$ cat config.mk
export PLATFORM = sky130hd
export DESIGN_NAME = etp_fifo
export DESIGN_NICKNAME = d
export VERILOG_FILES = /design/src/hw/rtl/etp_pkg.sv /design/src/hw/rtl/etp_fifo.sv
export SDC_FILE = /design/constraint.sdc
export NUM_CORES = 1
export LEC_CHECK = 0
export BUFFER_PORTS_ARGS = -buffer_cell sky130_fd_sc_hd__buf_2
export CORE_AREA = 2 2 57 59
export CTS_CLUSTER_DIAMETER = 60
export DETAILED_ROUTE_END_ITERATION = 8
export DIE_AREA = 0 0 59 61
export PLACE_DENSITY = 0.81
export SYNTH_ARGS = -nofsm -noshare
export SYNTH_HDL_FRONTEND = slang
export SYNTH_SLANG_ARGS = --single-unit
export TNS_END_PERCENT = 100
$ cat constraint.sdc
create_clock -name clk -period 2 [get_ports clk]
set_input_delay 0.3 -clock clk [delete_from_list [all_inputs] [get_ports clk]]
set_output_delay 0.3 -clock clk [all_outputs]
set_load 0.05 [all_outputs]
$ cat src/hw/rtl/etp_pkg.sv
// shared constants, types and tables for the ellipse trajectory point block
package etp_pkg;

    localparam int CORDIC_STEPS_DEF  = 16;
    localparam int POS_FRAC_BITS_DEF = 24;
    localparam int ATAN_LEN          = 31;
    localparam int FIFO_DEPTH        = 4;
    localparam logic signed [33:0] CORDIC_GAIN = 34'sd652032874;

    typedef struct packed {
        logic [31:0]        time_ms;
        logic [31:0]        turn_period;
        logic signed [31:0] center_x;
        logic signed [31:0] center_y;
        logic signed [31:0] center_z;
        logic signed [31:0] cos_axis_x;
        logic signed [31:0] cos_axis_y;
        logic signed [31:0] cos_axis_z;
        logic signed [31:0] sin_axis_x;
        logic signed [31:0] sin_axis_y;
        logic signed [31:0] sin_axis_z;
    } item_t;

    // classified word handed from front to back
    typedef struct packed {
        logic               fault;
        logic [31:0]        rem_ms;
        logic [31:0]        turn_period;
        logic signed [31:0] center_x;
        logic signed [31:0] center_y;
        logic signed [31:0] center_z;
        logic signed [31:0] cos_axis_x;
        logic signed [31:0] cos_axis_y;
        logic signed [31:0] cos_axis_z;
        logic signed [31:0] sin_axis_x;
        logic signed [31:0] sin_axis_y;
        logic signed [31:0] sin_axis_z;
    } task_t;

    typedef struct packed {
        logic signed [31:0] pos_x;
        logic signed [31:0] pos_y;
        logic signed [31:0] pos_z;
        logic               period_fault;
    } result_t;

    function automatic logic [31:0] atan_turn(input int i);
        logic [31:0] r;
        case (i)
            0: r = 32'd536870912;
            1: r = 32'd316933406;
            2: r = 32'd167458907;
            3: r = 32'd85004756;
            4: r = 32'd42667331;
            5: r = 32'd21354465;
            6: r = 32'd10679838;
            7: r = 32'd5340245;
            8: r = 32'd2670163;
            9: r = 32'd1335087;
            10: r = 32'd667544;
            11: r = 32'd333772;
            12: r = 32'd166886;
            13: r = 32'd83443;
            14: r = 32'd41722;
            15: r = 32'd20861;
            16: r = 32'd10430;
            17: r = 32'd5215;
            18: r = 32'd2608;
            19: r = 32'd1304;
            20: r = 32'd652;
            21: r = 32'd326;
            22: r = 32'd163;
            23: r = 32'd81;
            24: r = 32'd41;
            25: r = 32'd20;
            26: r = 32'd10;
            27: r = 32'd5;
            28: r = 32'd3;
            29: r = 32'd1;
            30: r = 32'd1;
            default: r = 32'd0;
        endcase
        return r;
    endfunction

endpackage

$ cat src/hw/rtl/etp_fifo.sv
// small word queue that decouples the front end from the back end
module etp_fifo import etp_pkg::*;
#(
    parameter int DEPTH = FIFO_DEPTH,
    parameter int WIDTH = 8
)
(
    input  logic             clk,
    input  logic             rst_n,
    input  logic             wr_en,
    input  logic [WIDTH-1:0] wr_data,
    input  logic             rd_en,
    output logic [WIDTH-1:0] rd_data,
    output logic             empty,
    output logic [$clog2(DEPTH+1)-1:0] count
);
    localparam int AW = $clog2(DEPTH);
    localparam int CW = $clog2(DEPTH + 1);

    logic [WIDTH-1:0]          mem [DEPTH];
    logic [AW-1:0]             wp_reg, rp_reg;
    logic [CW-1:0]             cnt_reg;

    always_ff @(posedge clk or negedge rst_n)
    begin
        if (!rst_n)
        begin
            wp_reg  <= '0;
            rp_reg  <= '0;
            cnt_reg <= '0;
        end
        else
        begin
            if (wr_en)
            begin
                wp_reg <= (wp_reg == AW'(DEPTH - 1)) ? '0 : wp_reg + AW'(1);
            end
            if (rd_en)
            begin
                rp_reg <= (rp_reg == AW'(DEPTH - 1)) ? '0 : rp_reg + AW'(1);
            end
            cnt_reg <= cnt_reg + CW'(wr_en) - CW'(rd_en);
        end
    end

    always_ff @(posedge clk)
    begin
        if (wr_en)
        begin
            mem[wp_reg] <= wr_data;
        end
    end

    assign rd_data = mem[rp_reg];
    assign empty   = (cnt_reg == '0);
    assign count   = cnt_reg;
endmodule

==> results.sh, run 1 <==
export IMPL_clkLatencyLatePin_ps=340
export IMPL_num_rows=20
export IMPL_path_cells="buf_4 > mux4_2 > buf_2"
export IMPL_synth_seq_cells=39
export IMPL_max_cap_viol_count=0
export IMPL_max_vdd_ir_drop_uv=814.0
export IMPL_final_common_cell="edfxtp_1"
export IMPL_drive_above_1_share=0.4091
export IMPL_via_per_inst=5.301
export IMPL_end_kind="output pin"
export IMPL_rsz0062_at_grt="no"
export IMPL_crit_family="multiplexers"
export IMPL_synth_compound_gate_area_share=0.006421
export IMPL_setup_viol=0
export IMPL_die_w_um=59
export IMPL_synth_top_family_by_area="multiplexers"
export IMPL_port_buffers=23
export IMPL_critPathLaunchType="flop"
export IMPL_required_ps=1700
export IMPL_clockBufferDepth=2
export IMPL_placed_area_mm2=0.001719
export IMPL_p_leak_nw=0.7050
export IMPL_grt_overflow=0
export IMPL_num_io_pins=24
export IMPL_hold_class="input pin to flop"
export IMPL_die_h_um=61
export IMPL_status="complete, no violations"
export IMPL_path_max_fanout=3
export IMPL_cts_root_buffer="clkbuf_4"
export IMPL_numCtsBuffers=5
export IMPL_first_global_vias=767
export IMPL_drc=0
export IMPL_regMostFlops="mem"
export IMPL_final_fill_count=226
export IMPL_cts_tree="yes"
export IMPL_synth_fp_nets=97
export IMPL_area_growth_pct=16.53
export IMPL_diodes=0
export IMPL_grt_pass1_wl_mm=3.684
export IMPL_first_pass_iters=4
export IMPL_drtAntennaViolNets=0
export IMPL_dieArea_mm2=0.003599
export IMPL_final_net_count=129
export IMPL_ys_seq_area_frac=0.7287
export IMPL_path_clk_slew_ps=110
export IMPL_max_slew_worst_pin_slew_ps=450.2
export IMPL_critPathSlowestCell="mux4_2"
export IMPL_fin_crit_ps=1926
export IMPL_drt_wl_total_mm=2.347
export IMPL_synthDistinctLibCells=16
export IMPL_hold_viol=0
export IMPL_grt_use_total=0.1543
export IMPL_yosys_area_share_xor_xnor=0.01124
export IMPL_largest_reg_flops=32
export IMPL_drt_iter0_markers=20
export IMPL_postSynthCellCount=77
export IMPL_num_vias=758
export IMPL_htree_levels=2
export IMPL_slowest_delay_ps=500
export IMPL_yosysTopAreaCell="edfxtp_1"
export IMPL_drt_wirelength_per_cell_um=16.41
export IMPL_muxShareOfSynthArea=0.1300
export IMPL_grt_max_degree=13
export IMPL_timing_final_crit_share=0.9629
export IMPL_gp_congestion=0.6527
export IMPL_criticalPathCategory="flop to output pin"
export IMPL_final_cell_mix="edfxtp_1 (32), buf_2 (22), mux4_2 (8), ha_1 (7)"
export IMPL_synth_simple_area_share=0.02970
export IMPL_cp_buffers_inverters=2
export IMPL_finalInstanceArea_mm2=0.001817
export IMPL_slew_viol_final=0
export IMPL_synthAdderAreaFrac=0.06902
export IMPL_fin_skew_ps=9.213
export IMPL_yosys_warnings=0
export IMPL_coreArea_mm2=0.002953
export IMPL_initial_utilization=0.5280
export IMPL_antenna_found_initial=0
export IMPL_syn_area_mm2=0.001559
export IMPL_yosysTopAreaCellShare=0.6164
export IMPL_synthTopCellsByArea="edfxtp_1 (62%), mux4_2 (12%), dfrtp_1 (11%)"
export IMPL_max_freq_ghz=0.5193
export IMPL_post_dp_hpwl_mm=1.673
export IMPL_worstPathArrival_ps=1630
export IMPL_clock_sinks=39
export IMPL_slew_limit_headroom=0.6999
export IMPL_avgSynthCellArea_um2=20.25
export IMPL_powerDensity_mw_per_mm2=1633
export IMPL_fin_tns_setup_ps=0
## cell usage after synthesis
master,instances
dfrtp_1,7
ha_1,7
buf_2,1
inv_1,6
nor3_1,1
and2_1,4
edfxtp_1,32
mux2_2,2
fa_1,1
buf_6,1
nor2_1,1
nand2_1,1
mux4_2,8
o21ai_0,2
or3b_1,1
xnor2_1,2
## metal layers
layer | global-route usage | share of wire | up-vias
li1 | - | - | 357
met1 | 0.1732 | 0.41 | 377
met2 | 0.2540 | 0.52 | 18
met3 | 0.07249 | 0.052 | 6
met4 | 0.06818 | 0.022 | 0
met5 | 0 | 0 | -
## final timing paths
kind                         endpoint  slack (ps)        from  depth (start not counted)
setup / recovery           rd_data[3]          70   rp_reg[0]                          3
hold / removal              mem[0][7]         160  wr_data[7]                          1
setup reg to reg             count[2]         310    count[0]                          8
hold reg to reg              count[2]         600    count[1]                          1
max in group asynchronous   rp_reg[0]        1520       rst_n                          2
min in group asynchronous   rp_reg[1]         310       rst_n                          2
## area by class of cell
class / count / area [um^2] / area share
clock buffer: 5 / 37.54 / 0.02066
clock inverter: 3 / 38.79 / 0.02135
inverter: 6 / 22.52 / 0.01240
multi-input combinational: 30 / 389.1 / 0.2142
sequential: 39 / 1137 / 0.6260
tap: 33 / 41.29 / 0.02273
timing repair buffer: 27 / 150.1 / 0.08264
## logic make-up (layout without fill, tap and decap cells)
kind of cell	count (synthesis)	count (layout)
flip-flops	39	39
multiplexers	10	10
adder cells (fa/ha/maj)	8	8
AND/OR/NAND/NOR	8	8
buffers and inverters	8	41
AO/OA/AOI/OAI	2	2
XOR/XNOR	2	2
## what timing repair did
| item | in CTS | in global routing |
|---|---|---|
| buffers inserted | 1 | 0 |
| hold endpoints to repair | 7 | 0 |
| resized for setup | 2 | 0 |
| setup endpoints to repair | 7 | 0 |
| hold buffers | 1 | 0 |
## worst reg2reg max path: cells and delay by family, from the launching register on
kind                     cells  cell delay, ps
XOR/XNOR                     2             310
adder cells (fa/ha/maj)      3             780
buffers and inverters        3             160
flip-flops                   1             390
## through the flow
stage | cells | total power, mW | setup WS, ps | hold WS [ps] | util
2_1_floorplan | 77 | 2.197 | 10.61 | 4.409 | -
3_3_place_gp | 133 | 2.429 | 327.0 | 137.4 | 0.5822
3_5_place_dp | 133 | 2.478 | 274.9 | 141.3 | 0.5822
4_1_cts | 143 | 3.011 | 46.78 | 148.7 | 0.6153
5_1_grt | 143 | 3.138 | 16.17 | 142.7 | 0.6153
6_report | 143 | 2.967 | 74.26 | 161.6 | 0.6153
## power by group
group | switching, mW | internal [mW]
Combinational | 0.824 | 0.443
Clock | 0.246 | 0.257
Sequential | 0.126 | 1.07
Total | 1.19 | 1.77
Power figures use the tool's default switching activity.
==> run 2, diff against run 1 <==
--- a/config.mk
+++ b/config.mk
@@ -6,11 +6,12 @@
 export NUM_CORES = 1
 export LEC_CHECK = 0
 export BUFFER_PORTS_ARGS = -buffer_cell sky130_fd_sc_hd__buf_2
-export CORE_AREA = 2 2 57 59
+export CAP_MARGIN = 25
+export CORE_AREA = 2 2 55 57
 export CTS_CLUSTER_DIAMETER = 60
 export DETAILED_ROUTE_END_ITERATION = 8
-export DIE_AREA = 0 0 59 61
-export PLACE_DENSITY = 0.81
+export DIE_AREA = 0 0 57 59
+export PLACE_DENSITY = 0.85
 export SYNTH_ARGS = -nofsm -noshare
 export SYNTH_HDL_FRONTEND = slang
 export SYNTH_SLANG_ARGS = --single-unit
==> constraint.sdc (replaced) <==
create_clock -name clk -period 2.35 [get_ports clk]
set_input_delay 0.3525 -clock clk [delete_from_list [all_inputs] [get_ports clk]]
set_output_delay 0.3525 -clock clk [all_outputs]
set_load 0.05 [all_outputs]
==> results.sh, run 2 (synthesized netlist as in run 1, its figures left out) <==
export IMPL_via_per_inst=5.406
export IMPL_hold_class="input pin to flop"
export IMPL_utilization=0.6482
export IMPL_num_vias=746
export IMPL_final_cell_mix="edfxtp_1 (32), buf_2 (23), mux4_2 (8), ha_1 (7), dfrtp_1 (7)"
export IMPL_powerDensity_mw_per_mm2=1337
export IMPL_area_growth_pct=12.68
export IMPL_cts_tree="yes"
export IMPL_drt_wl_total_mm=2.378
export IMPL_clockBufferDepth=2
export IMPL_first_global_vias=814
export IMPL_cp_buffers_inverters=1
export IMPL_regMostFlops="mem"
export IMPL_fin_skew_ps=3.585
export IMPL_cts_resized=0
export IMPL_min_delay_start="wr_data[0]"
export IMPL_whs_path_depth=1
export IMPL_critPathSlowestCell="dfrtp_1"
export IMPL_criticalPathCategory="flop to output pin"
export IMPL_reg2regPathDepth=8
export IMPL_die_w_um=57
export IMPL_slew_limit_headroom=0.6266
export IMPL_num_rows=19
export IMPL_status="complete, no violations"
export IMPL_drive_above_1_share=0.3645
export IMPL_grt_pass1_wl_mm=3.981
export IMPL_port_buffers=23
export IMPL_grt_max_degree=12
export IMPL_final_net_count=126
export IMPL_diodes=0
export IMPL_path_clk_slew_ps=110
export IMPL_cts_setup_buffers=0
export IMPL_r2r_slack_ps=630
export IMPL_hold_viol=0
export IMPL_clock_sinks=39
export IMPL_max_cap_viol_count=0
export IMPL_drtAntennaViolNets=0
export IMPL_max_vdd_ir_drop_uv=841.9
export IMPL_required_ps=2000
export IMPL_reg2reg_from="count[0]"
export IMPL_path_max_fanout=11
export IMPL_final_fill_count=204
export IMPL_max_freq_ghz=0.4538
export IMPL_htree_levels=2
export IMPL_p_leak_nw=0.6762
export IMPL_cts_root_buffer="clkbuf_4"
export IMPL_setup_viol=0
export IMPL_ctsHoldBuffers=1
export IMPL_num_io_pins=24
export IMPL_initial_utilization=0.5753
export IMPL_rsz0062_at_grt="no"
export IMPL_largest_reg_flops=32
export IMPL_hold_end="mem[0][0]"
export IMPL_dieArea_mm2=0.003363
export IMPL_slowest_delay_ps=710
export IMPL_antenna_found_initial=0
export IMPL_numCtsBuffers=5
export IMPL_final_common_cell="edfxtp_1"
export IMPL_slew_viol_final=0
export IMPL_r2r_end="count[2]"
export IMPL_hold_ws_ps=229.8
export IMPL_coreArea_mm2=0.002710
export IMPL_grt_overflow=0
export IMPL_critPathLaunchType="flop"
export IMPL_finalPower_mw=2.348
export IMPL_gp_congestion=0.6682
export IMPL_drc=0
export IMPL_die_h_um=59
export IMPL_fin_crit_ps=2203
export IMPL_timing_final_crit_share=0.9377
export IMPL_drt_wirelength_per_cell_um=17.23
export IMPL_post_dp_hpwl_mm=1.626
export IMPL_first_pass_iters=4
export IMPL_drt_iter0_markers=4
export IMPL_worstPathArrival_ps=1850
export IMPL_fin_tns_setup_ps=0
export IMPL_crit_family="flip-flops"
export IMPL_max_slew_worst_pin_slew_ps=560.1
export IMPL_clkLatencyLatePin_ps=330
export IMPL_end_kind="output pin"
export IMPL_path_cells="mux4_2 > buf_2"
export IMPL_grt_use_total=0.1711
run 2: changes by cell type in the layout (fill, tap and decap cells not counted), sizes merged:
cell	delta
clkbuf	+2
bufinv	-1
buf	-3
clkinv	-1
run 2: layout make-up:
type	count	area, um^2	area share
Sequential cell	39	1136	0.6467
Multi-Input combinational cell	30	384.1	0.2187
Timing Repair Buffer	24	125.1	0.07123
Clock buffer	7	45.04	0.02564
Tap cell	31	38.79	0.02208
Inverter	6	22.52	0.01282
Clock inverter	1	5.005	0.002849
run 2: worst max path at each step:
stage          startpoint         end  slack [ps]  cells after the start
3_3_place_gp    rp_reg[0]  rd_data[1]         490                      2
5_1_grt         rp_reg[0]  rd_data[2]           5                      2
3_5_place_dp    rp_reg[0]  rd_data[2]         470                      2
6_report        rp_reg[0]  rd_data[2]         150                      2
2_1_floorplan    count[1]       empty         230                      1
4_1_cts         rp_reg[0]  rd_data[2]          80                      2
run 2: routing by layer:
| metal | up-vias | wire, um | global-route usage |
|---|---|---|---|
| li1 | 348 | - | - |
| met1 | 375 | 955 | 0.2127 |
| met2 | 19 | 1263 | 0.2726 |
| met3 | 4 | 120 | 0.06769 |
| met4 | 0 | 39 | 0.06977 |
| met5 | - | 0 | 0 |
run 2: metrics by stage:
step	std cells	setup WS, ps	area (um^2)
6_report	138	146.5	1757
5_1_grt	138	4.565	1757
4_1_cts	138	81.81	1757
3_5_place_dp	129	467.1	1697
3_3_place_gp	129	487.5	1697
2_1_floorplan	77	232.2	1559
run 2: report_power, final:
group          switching, mW  internal (mW)  total (mW)
Sequential             0.136          0.910        1.05
Combinational          0.652          0.332       0.983
Clock                  0.202          0.117       0.319
